**config.mk**
```make
export PLATFORM = sky130hd
export DESIGN_NAME = ac_rms_accumulator
export DESIGN_NICKNAME = d
export VERILOG_FILES = /design/src/acr_pkg.sv /design/src/acr_mul.sv /design/src/acr_div.sv /design/src/acr_sqrt.sv /design/src/ac_rms_accumulator.sv
export SDC_FILE = /design/constraint.sdc
export NUM_CORES = 2
export LEC_CHECK = 0
export BUFFER_PORTS_ARGS = -buffer_cell sky130_fd_sc_hd__buf_2
export CORE_MARGIN = 3
export CORE_UTILIZATION = 67
export DETAILED_ROUTE_END_ITERATION = 6
export PLACE_DENSITY_LB_ADDON = 0.05
export SKIP_LAST_GASP = 1
export SLEW_MARGIN = 20
export SYNTH_ARGS = -nofsm -noshare
export SYNTH_HDL_FRONTEND = slang
export SYNTH_SLANG_ARGS = --single-unit
export TNS_END_PERCENT = 20
```
**constraint.sdc**
```tcl
create_clock -name clk_i -period 13.7 [get_ports clk_i]
set_clock_uncertainty 0.1 [all_clocks]
set_input_delay 1.37 -clock clk_i [delete_from_list [all_inputs] [get_ports clk_i]]
set_output_delay 1.37 -clock clk_i [all_outputs]
set_load 0.01 [all_outputs]
```
**src/acr_pkg.sv**
```systemverilog
// ---------------------------------------------------------------------------
// acr_pkg
// Widths, limits and constants shared by the AC RMS accumulator modules.
// ---------------------------------------------------------------------------
`default_nettype none

package acr_pkg;

  // window limit and accumulator widths
  localparam int MAX_SAMPLES = 65536;
  localparam int SMP_W       = 16;
  localparam int CNT_W       = $clog2(MAX_SAMPLES + 1);
  localparam int SUM_W       = SMP_W + CNT_W;
  localparam int SQ_W        = 30 + CNT_W;

  localparam logic [CNT_W-1:0] CNT_MAX = CNT_W'(MAX_SAMPLES);

  // result field widths
  localparam int FS_W      = 23;
  localparam int UV_W      = 23;
  localparam int RMS_W     = 24;
  localparam int OUT_CNT_W = 17;

  // serial multiplier: MUL_W x MUL_W
  localparam int MUL_W = 24;
  localparam int PRD_W = 2 * MUL_W;

  // variance and square root
  localparam int VAR_W = PRD_W;
  localparam int RT_W  = VAR_W / 2;

  // quotient bits kept from sumsq / n (mean square of a 16-bit sample)
  localparam int P1Q_W = 31;

  // mean numerator: |sum| * 256 plus rounding term
  localparam int MNUM_W = SUM_W + 8;

  // serial divider widths
  localparam int DVD_A = (SQ_W > MNUM_W) ? SQ_W : MNUM_W;
  localparam int DVD_W = (DVD_A > PRD_W) ? DVD_A : PRD_W;
  localparam int DVS_W = (CNT_W > 24) ? CNT_W : 24;

  // microvolt scaling: full_scale_uv * rms_q8 / (32767 * 256)
  localparam logic [DVS_W-1:0] UV_DIV   = DVS_W'(32767 * 256);
  localparam logic [UV_W-1:0]  UV_MAX   = '1;
  localparam logic [FS_W-1:0]  FS_RESET = FS_W'(2048000);

endpackage

`default_nettype wire

```
**src/acr_mul.sv**
```systemverilog
// ---------------------------------------------------------------------------
// acr_mul
// Bit-serial shift-add multiplier, one multiplier bit per cycle.
// ---------------------------------------------------------------------------
`default_nettype none

module acr_mul
  import acr_pkg::*;
(
  input  wire logic             clk_i,
  input  wire logic             rst_ni,
  input  wire logic             go_i,
  input  wire logic [MUL_W-1:0] a_i,
  input  wire logic [MUL_W-1:0] b_i,
  output logic                  done_o,
  output logic [PRD_W-1:0]      prod_o
);

  localparam int CW = $clog2(MUL_W + 1);

  logic [MUL_W-1:0] a_q, hi_q, lo_q;
  logic [CW-1:0]    cnt_q;
  logic             run_q, done_q;
  logic [MUL_W:0]   sum;

  assign sum = {1'b0, hi_q} + (lo_q[0] ? {1'b0, a_q} : '0);

  always_ff @(posedge clk_i or negedge rst_ni) begin
    if (!rst_ni) begin
      a_q    <= '0;
      hi_q   <= '0;
      lo_q   <= '0;
      cnt_q  <= '0;
      run_q  <= 1'b0;
      done_q <= 1'b0;
    end else begin
      done_q <= 1'b0;
      if (go_i) begin
        a_q   <= a_i;
        hi_q  <= '0;
        lo_q  <= b_i;
        cnt_q <= CW'(MUL_W);
        run_q <= 1'b1;
      end else if (run_q) begin
        hi_q  <= sum[MUL_W:1];
        lo_q  <= {sum[0], lo_q[MUL_W-1:1]};
        cnt_q <= cnt_q - 1'b1;
        if (cnt_q == CW'(1)) begin
          run_q  <= 1'b0;
          done_q <= 1'b1;
        end
      end
    end
  end

  assign done_o = done_q;
  assign prod_o = {hi_q, lo_q};

endmodule

`default_nettype wire

```
**src/acr_div.sv**
```systemverilog
// ---------------------------------------------------------------------------
// acr_div
// Restoring divider, one quotient bit per cycle.
// ---------------------------------------------------------------------------
`default_nettype none

module acr_div
  import acr_pkg::*;
(
  input  wire logic             clk_i,
  input  wire logic             rst_ni,
  input  wire logic             go_i,
  input  wire logic [DVD_W-1:0] dvd_i,
  input  wire logic [DVS_W-1:0] dvs_i,
  output logic                  done_o,
  output logic [DVD_W-1:0]      quo_o
);

  localparam int CW = $clog2(DVD_W + 1);

  logic [DVD_W-1:0] quo_q;
  logic [DVS_W-1:0] rem_q, dvs_q;
  logic [CW-1:0]    cnt_q;
  logic             run_q, done_q;
  logic [DVS_W:0]   rem_sh, diff;
  logic             ge;

  assign rem_sh = {rem_q, quo_q[DVD_W-1]};
  assign diff   = rem_sh - {1'b0, dvs_q};
  assign ge     = !diff[DVS_W];

  always_ff @(posedge clk_i or negedge rst_ni) begin
    if (!rst_ni) begin
      quo_q  <= '0;
      rem_q  <= '0;
      dvs_q  <= '0;
      cnt_q  <= '0;
      run_q  <= 1'b0;
      done_q <= 1'b0;
    end else begin
      done_q <= 1'b0;
      if (go_i) begin
        quo_q <= dvd_i;
        rem_q <= '0;
        dvs_q <= dvs_i;
        cnt_q <= CW'(DVD_W);
        run_q <= 1'b1;
      end else if (run_q) begin
        rem_q <= ge ? diff[DVS_W-1:0] : rem_sh[DVS_W-1:0];
        quo_q <= {quo_q[DVD_W-2:0], ge};
        cnt_q <= cnt_q - 1'b1;
        if (cnt_q == CW'(1)) begin
          run_q  <= 1'b0;
          done_q <= 1'b1;
        end
      end
    end
  end

  assign done_o = done_q;
  assign quo_o  = quo_q;

endmodule

`default_nettype wire

```
**src/acr_sqrt.sv**
```systemverilog
// ---------------------------------------------------------------------------
// acr_sqrt
// Digit-by-digit integer square root, two radicand bits per cycle.
// ---------------------------------------------------------------------------
`default_nettype none

module acr_sqrt
  import acr_pkg::*;
(
  input  wire logic             clk_i,
  input  wire logic             rst_ni,
  input  wire logic             go_i,
  input  wire logic [VAR_W-1:0] val_i,
  output logic                  done_o,
  output logic [RT_W-1:0]       root_o
);

  localparam int CW = $clog2(RT_W + 1);

  logic [VAR_W-1:0] val_q;
  logic [RT_W-1:0]  root_q;
  logic [RT_W+1:0]  rem_q, rem_sh, trial;
  logic [RT_W+2:0]  diff;
  logic [CW-1:0]    cnt_q;
  logic             run_q, done_q, ge;

  assign rem_sh = {rem_q[RT_W-1:0], val_q[VAR_W-1 -: 2]};
  assign trial  = {root_q, 2'b01};
  assign diff   = {1'b0, rem_sh} - {1'b0, trial};
  assign ge     = !diff[RT_W+2];

  always_ff @(posedge clk_i or negedge rst_ni) begin
    if (!rst_ni) begin
      val_q  <= '0;
      root_q <= '0;
      rem_q  <= '0;
      cnt_q  <= '0;
      run_q  <= 1'b0;
      done_q <= 1'b0;
    end else begin
      done_q <= 1'b0;
      if (go_i) begin
        val_q  <= val_i;
        root_q <= '0;
        rem_q  <= '0;
        cnt_q  <= CW'(RT_W);
        run_q  <= 1'b1;
      end else if (run_q) begin
        val_q  <= {val_q[VAR_W-3:0], 2'b00};
        rem_q  <= ge ? diff[RT_W+1:0] : rem_sh;
        root_q <= {root_q[RT_W-2:0], ge};
        cnt_q  <= cnt_q - 1'b1;
        if (cnt_q == CW'(1)) begin
          run_q  <= 1'b0;
          done_q <= 1'b1;
        end
      end
    end
  end

  assign done_o = done_q;
  assign root_o = root_q;

endmodule

`default_nettype wire

```
**src/ac_rms_accumulator.sv**
```systemverilog
// ---------------------------------------------------------------------------
// ac_rms_accumulator
// Windowed AC RMS of signed converter samples from sum and sum of squares,
// built on a bit-serial multiplier, divider and square root.
//
//   channel  | handshake                 | payload
//   ---------+---------------------------+----------------------------------
//   sample   | start_i / busy_o          | sample_i, last_i
//   result   | valid_o (1-cycle strobe)  | rms_uv_o, rms_counts_q8_o,
//            |                           | sample_count_o, overflow_o
//   config   | full_scale_uv_we_i        | full_scale_uv_i
//
// a sample not marked last keeps busy_o high until the serial square is
// done; a dropped sample not marked last leaves busy_o low
// a last sample adds three serial divisions, two serial multiplies and
// a serial root before the result strobe, also if it is dropped
// the next sample can be taken in the cycle the result is shown
// reset clears the window and loads the default full scale; no clear pass
// the receiver cannot stall; results are shown once
// ---------------------------------------------------------------------------
`default_nettype none

module ac_rms_accumulator
  import acr_pkg::*;
(
  input  wire logic                 clk_i,
  input  wire logic                 rst_ni,
  input  wire logic                 start_i,
  output logic                      busy_o,
  input  wire logic [SMP_W-1:0]     sample_i,
  input  wire logic                 last_i,
  input  wire logic                 full_scale_uv_we_i,
  input  wire logic [FS_W-1:0]      full_scale_uv_i,
  output logic                      valid_o,
  output logic [UV_W-1:0]           rms_uv_o,
  output logic [RMS_W-1:0]          rms_counts_q8_o,
  output logic [OUT_CNT_W-1:0]      sample_count_o,
  output logic                      overflow_o
);

  typedef enum logic [3:0] {
    S_IDLE,
    S_SQR,
    S_START,
    S_P1,
    S_MEAN,
    S_MSQ,
    S_ROOT,
    S_SCALE,
    S_UV
  } state_e;

  state_e state_q;

  logic [SMP_W-1:0]  sample_q;
  logic              last_q;
  logic [SUM_W-1:0]  sum_q;
  logic [SQ_W-1:0]   sq_q;
  logic [CNT_W-1:0]  cnt_q;
  logic              drop_q;
  logic [FS_W-1:0]   fs_q;
  logic [VAR_W-1:0]  part1_q;
  logic [RMS_W-1:0]  rms_q;

  logic              mul_go_q, div_go_q, sqrt_go_q;
  logic [MUL_W-1:0]  mul_a_q, mul_b_q;
  logic [DVD_W-1:0]  div_n_q;
  logic [DVS_W-1:0]  div_d_q;
  logic [VAR_W-1:0]  sqrt_v_q;

  logic              valid_q;
  logic [UV_W-1:0]   uv_q;
  logic [RMS_W-1:0]  cnts_q;
  logic [OUT_CNT_W-1:0] scnt_q;
  logic              ovf_q;

  logic              mul_done, div_done, sqrt_done;
  logic [PRD_W-1:0]  mul_prod;
  logic [DVD_W-1:0]  div_quo;
  logic [RT_W-1:0]   sqrt_root;

  logic              accept;
  logic [SMP_W-1:0]  smp_mag;
  logic [SUM_W-1:0]  sum_mag;
  logic [MNUM_W-1:0] mean_num;
  logic [VAR_W-1:0]  var_val;

  acr_mul u_mul (
    .clk_i  (clk_i),
    .rst_ni (rst_ni),
    .go_i   (mul_go_q),
    .a_i    (mul_a_q),
    .b_i    (mul_b_q),
    .done_o (mul_done),
    .prod_o (mul_prod)
  );

  acr_div u_div (
    .clk_i  (clk_i),
    .rst_ni (rst_ni),
    .go_i   (div_go_q),
    .dvd_i  (div_n_q),
    .dvs_i  (div_d_q),
    .done_o (div_done),
    .quo_o  (div_quo)
  );

  acr_sqrt u_sqrt (
    .clk_i  (clk_i),
    .rst_ni (rst_ni),
    .go_i   (sqrt_go_q),
    .val_i  (sqrt_v_q),
    .done_o (sqrt_done),
    .root_o (sqrt_root)
  );

  assign busy_o  = (state_q != S_IDLE);
  assign accept  = start_i && !busy_o;
  assign smp_mag = sample_i[SMP_W-1] ? (~sample_i + 1'b1) : sample_i;
  assign sum_mag = sum_q[SUM_W-1] ? (~sum_q + 1'b1) : sum_q;

  // floor of a negative mean: round the magnitude up
  assign mean_num = {sum_mag, 8'b0}
                  + (sum_q[SUM_W-1] ? MNUM_W'(cnt_q - 1'b1) : '0);

  assign var_val = (part1_q >= mul_prod) ? (part1_q - mul_prod) : (mul_prod - part1_q);

  always_ff @(posedge clk_i or negedge rst_ni) begin
    if (!rst_ni) begin
      state_q   <= S_IDLE;
      sample_q  <= '0;
      last_q    <= 1'b0;
      sum_q     <= '0;
      sq_q      <= '0;
      cnt_q     <= '0;
      drop_q    <= 1'b0;
      fs_q      <= FS_RESET;
      part1_q   <= '0;
      rms_q     <= '0;
      mul_go_q  <= 1'b0;
      div_go_q  <= 1'b0;
      sqrt_go_q <= 1'b0;
      mul_a_q   <= '0;
      mul_b_q   <= '0;
      div_n_q   <= '0;
      div_d_q   <= '0;
      sqrt_v_q  <= '0;
      valid_q   <= 1'b0;
      uv_q      <= '0;
      cnts_q    <= '0;
      scnt_q    <= '0;
      ovf_q     <= 1'b0;
    end else begin
      mul_go_q  <= 1'b0;
      div_go_q  <= 1'b0;
      sqrt_go_q <= 1'b0;
      valid_q   <= 1'b0;

      if (full_scale_uv_we_i) begin
        fs_q <= full_scale_uv_i;
      end

      unique case (state_q)
        S_IDLE: begin
          if (accept) begin
            sample_q <= sample_i;
            last_q   <= last_i;
            if (cnt_q < CNT_MAX) begin
              mul_go_q <= 1'b1;
              mul_a_q  <= MUL_W'(smp_mag);
              mul_b_q  <= MUL_W'(smp_mag);
              state_q  <= S_SQR;
            end else begin
              drop_q <= 1'b1;
              if (last_i) begin
                state_q <= S_START;
              end
            end
          end
        end
        S_SQR: begin
          if (mul_done) begin
            sum_q   <= sum_q + SUM_W'(signed'(sample_q));
            sq_q    <= sq_q + SQ_W'(mul_prod);
            cnt_q   <= cnt_q + 1'b1;
            state_q <= last_q ? S_START : S_IDLE;
          end
        end
        S_START: begin
          div_go_q <= 1'b1;
          div_n_q  <= DVD_W'(sq_q);
          div_d_q  <= DVS_W'(cnt_q);
          state_q  <= S_P1;
        end
        S_P1: begin
          if (div_done) begin
            part1_q  <= VAR_W'({div_quo[P1Q_W-1:0], 16'b0});
            div_go_q <= 1'b1;
            div_n_q  <= DVD_W'(mean_num);
            div_d_q  <= DVS_W'(cnt_q);
            state_q  <= S_MEAN;
          end
        end
        S_MEAN: begin
          if (div_done) begin
            mul_go_q <= 1'b1;
            mul_a_q  <= div_quo[MUL_W-1:0];
            mul_b_q  <= div_quo[MUL_W-1:0];
            state_q  <= S_MSQ;
          end
        end
        S_MSQ: begin
          if (mul_done) begin
            sqrt_go_q <= 1'b1;
            sqrt_v_q  <= var_val;
            state_q   <= S_ROOT;
          end
        end
        S_ROOT: begin
          if (sqrt_done) begin
            rms_q    <= RMS_W'(sqrt_root);
            mul_go_q <= 1'b1;
            mul_a_q  <= MUL_W'(fs_q);
            mul_b_q  <= MUL_W'(sqrt_root);
            state_q  <= S_SCALE;
          end
        end
        S_SCALE: begin
          if (mul_done) begin
            div_go_q <= 1'b1;
            div_n_q  <= DVD_W'(mul_prod);
            div_d_q  <= UV_DIV;
            state_q  <= S_UV;
          end
        end
        S_UV: begin
          if (div_done) begin
            uv_q    <= (|div_quo[DVD_W-1:UV_W]) ? UV_MAX : div_quo[UV_W-1:0];
            cnts_q  <= rms_q;
            scnt_q  <= OUT_CNT_W'(cnt_q);
            ovf_q   <= drop_q;
            valid_q <= 1'b1;
            sum_q   <= '0;
            sq_q    <= '0;
            cnt_q   <= '0;
            drop_q  <= 1'b0;
            state_q <= S_IDLE;
          end
        end
        default: begin
          state_q <= S_IDLE;
        end
      endcase
    end
  end

  assign valid_o         = valid_q;
  assign rms_uv_o        = uv_q;
  assign rms_counts_q8_o = cnts_q;
  assign sample_count_o  = scnt_q;
  assign overflow_o      = ovf_q;

  a_strobe_single: assert property (@(posedge clk_i) disable iff (!rst_ni)
    valid_o |=> !valid_o)
    else $error("result strobe longer than one cycle");

  a_window_cleared: assert property (@(posedge clk_i) disable iff (!rst_ni)
    valid_o |-> (cnt_q == '0) && !drop_q && (sum_q == '0) && (sq_q == '0))
    else $error("window not cleared after result");

  a_count_bound: assert property (@(posedge clk_i) disable iff (!rst_ni)
    cnt_q <= CNT_MAX)
    else $error("sample count beyond window limit");

  a_drop_flag: assert property (@(posedge clk_i) disable iff (!rst_ni)
    (accept && (cnt_q == CNT_MAX) && !last_i) |=> drop_q && !busy_o)
    else $error("sample on full window not flagged");

  a_idle_on_result: assert property (@(posedge clk_i) disable iff (!rst_ni)
    valid_o |-> !busy_o)
    else $error("busy while result shown");

endmodule

`default_nettype wire
```
==> impl_metrics.csv <==
group,metric,value,unit
floorplan,die_h,259.2,µm
synth,yosys-top-cells-count,"702 x dfrtp_1, 639 x nand2_1, 449 x o21ai_0, 399 x nor2_1, 265 x a21oi_1",
cts,clk_path_buf_depth,3,
cts,h-tree-depth,3,
cells_and_area,stdcell_area,46710,µm²
synth,synth_nets,5031,
global_route,antenna_found_initial,5,
place,gp_congestion,1.005,
cts,ctsHoldBuffers,0,
cts,cts_tree,"done",
routing,drtAntennaViolNets,0,
synth,async_flop_share,100.0,%
hold_path,hp-start,"rms_q[13]",
sta,fmax,176.0,MHz
setup_path,worst_setup_path_end_kind,"flip-flop",
synth,syn_area,42940,µm²
place,io_buffers,110,
setup_path,path_max_fanout,24,
synth,synth_cell_type_count,83,
synth,yosysSeqAreaShare,41.27,%
outcome,violations,"design-rule violations",
floorplan,num_rows,92,
cts,clk_pin_slew,0.07,ns
cts,cts_buffers,78,
routing,first_pass_iters,7,
global_route,grt_pass1_vias,34326,
sta,finalHoldViolCount,0,
cts,insertion_delay,0.64,ns
sta,rsz0062_at_grt,"no",
global_route,grt_overflow_total,0,
setup_path,reg2reg_depth,16,
setup_path,required,14.08,ns
power_and_ir_drop,p_leak,22.03,nW
synth,synth_edf_count,0,
synth,yosysMostFrequentCell,"dfrtp_1",
power_and_ir_drop,power.density,93.51,nW/µm²
sta,period_minus_slack,5.683,ns
setup_path,r2r_slack,8.02,ns
routing,avgRoutedWirePerCell,22.18,µm
synth,netlist_instances,4726,
place,hpwl,89720,µm
floorplan,coreArea,63200,µm²
cts,cts_setup_buffers,0,
setup_path,critPathKind,"flip-flop to flip-flop",
sta,relSlewSlack,14.21,%
floorplan,die_x,259.2,µm
cells_and_area,fillers,4637,
flow_run,max_cap_violations,0,
cells_and_area,area_growth,8.764,%
routing,drc_errors,7,
cts,cts.sinks,708,
synth,ys_top_cells_by_area,"dfrtp_1 41%, ha_1 7.4%, nand2_1 5.6%",
hold_path,hold_depth,2,
synth,yosysTopAreaCell,"dfrtp_1",
sta,finalCritPeriodShare,41.48,%
global_route,grt_pass1_wl,195500,µm
synth,yosysTopAreaCellShare,40.91,%
routing,drt-initial-drc-count,3955,
routing,num_vias,36155,
sta,setup_tns,0,ns
synth,synth-seq-cells,708,
setup_path,reg2reg_from,"cnt_q[4]",
place,place_area,44000,µm²
outcome,status,"finished, violations left",
cts,root_buffer,"clkbuf_16",
synth,synth_ff_type,"dfrtp_1",
sta,tightest_slew,1.287,ns
floorplan,die_area,67170,µm²
synth,avgSynthCellArea,9.087,µm²
sta,setup_viol,0,
hold_path,hp-class,"flip-flop to flip-flop",
hold_path,holdPathEnd,"rms_counts_q8_o[13]",
synth,synth_warnings,0,
global_route,grt_max_degree,142,
floorplan,start_util,67.96,%
setup_path,crit_arrival,6.06,ns
routing,wl,124500,µm
cells_and_area,layout.nets,5008,
cells_and_area,drive_above_1_share,9.169,%
global_route,grt_usage,37.11,%
sta,timing.final.max_slew_violations,0,
power_and_ir_drop,p_total,4.368,mW
routing,vias_per_cell,6.439,
setup_path,r2r_end,"div_n_q[32]",
setup_path,cp-start-kind,"flip-flop",
power_and_ir_drop,ir_worst_vdd,0.1095,mV
cts,cts_resized,0,
floorplan,ios,111,
==> sequential cells by signal, summed over array words and instances, names as in the netlist, 31 cells and up <==
name	flops
u_div.quo_o	48
sqrt_v_q	48
u_sqrt.val_q	48
sum_q	33
div_n_q	48
sq_q	47
part1_q	31
==> worst max-delay path: stages (launching register included) <==
cell	delay, ns
dfrtp_1	0.47
nor4_1	0.39
nor4b_1	0.60
nand3_1	0.31
nor4_2	0.28
buf_4	0.35
ha_1	0.37
a2111oi_0	0.38
o21ai_0	0.15
o21a_1	0.13
a31oi_1	0.30
a21o_1	0.25
o21bai_1	0.12
o41ai_1	0.72
xnor2_1	0.17
a222oi_1	0.30
o21ai_0	0.11
==> how the worst max path moves through the flow <==
stage | to | cells after the start | startpoint | slack, ns
4_1_cts | div_n_q[32] | 16 | cnt_q[4] | 8.12
5_1_grt | div_n_q[32] | 16 | cnt_q[4] | 7.73
6_report | div_n_q[32] | 16 | cnt_q[4] | 8.02
3_5_place_dp | div_n_q[32] | 16 | cnt_q[4] | 8.19
3_3_place_gp | div_n_q[32] | 16 | cnt_q[4] | 8.10
2_1_floorplan | div_n_q[32] | 16 | cnt_q[4] | 7.16
==> through the flow <==
stage	cells	utilization, %	worst slack (ns)	hold WS (ns)
global route	5612	73.90	7.725	0.3843
CTS	5611	73.89	8.121	0.3691
finish	5615	73.91	8.017	0.3648
floorplan	4726	-	7.156	0.3331
detailed placement	5468	69.63	8.193	0.3522
global placement	5468	69.63	8.099	0.3494
==> routing by layer <==
layer  GRT usage (%)  vias up  share of wire, %
li1                -    16744                 -
met1           52.94    17685                43
met2           55.35     1441                43
met3           7.746      285               8.6
met4           15.62        0               4.7
met5               0        -                 0
==> layout make-up <==
cell class | instances | area [µm²] | share of cell area [%]
diodes | 3 | 7.507 | 0.01607
clock buffers | 101 | 2191 | 4.690
clock inverters | 42 | 504.2 | 1.080
inverters | 200 | 750.7 | 1.607
multi-input cells | 3565 | 23580 | 50.49
flip-flops and latches | 708 | 17740 | 37.99
well taps | 846 | 1059 | 2.266
repair buffers | 150 | 870.8 | 1.864
==> report_power, final <==
group | internal [mW] | total (mW) | switching (mW)
Combinational | 0.0168 | 0.0714 | 0.0545
Clock | 1.29 | 2.19 | 0.902
Sequential | 2.10 | 2.10 | 0.00366
Total | 3.41 | 4.37 | 0.960
==> logic make-up after synthesis <==
| logic type | count (synthesis) | synth area share (%) |
|---|---|---|
| compound gates | 1328 | 19.73 |
| xor+xnor | 271 | 5.527 |
| fa+ha+maj | 261 | 7.709 |
| buf+inv | 453 | 3.980 |
| flops | 708 | 41.27 |
| mux | 318 | 7.697 |
| simple gates | 1387 | 14.08 |
==> cells in the final DEF, fill, tap and decap left out, drive strengths merged, types with 114 or more instances in the layout <==
master    n
nand2   639
ha      255
mux2i   220
buf     149
xnor2   177
dfrtp   702
o21ai   452
a21oi   265
inv     203
a21o    114
nor2    399
Note: power is estimated with default switching activity, not from simulation.
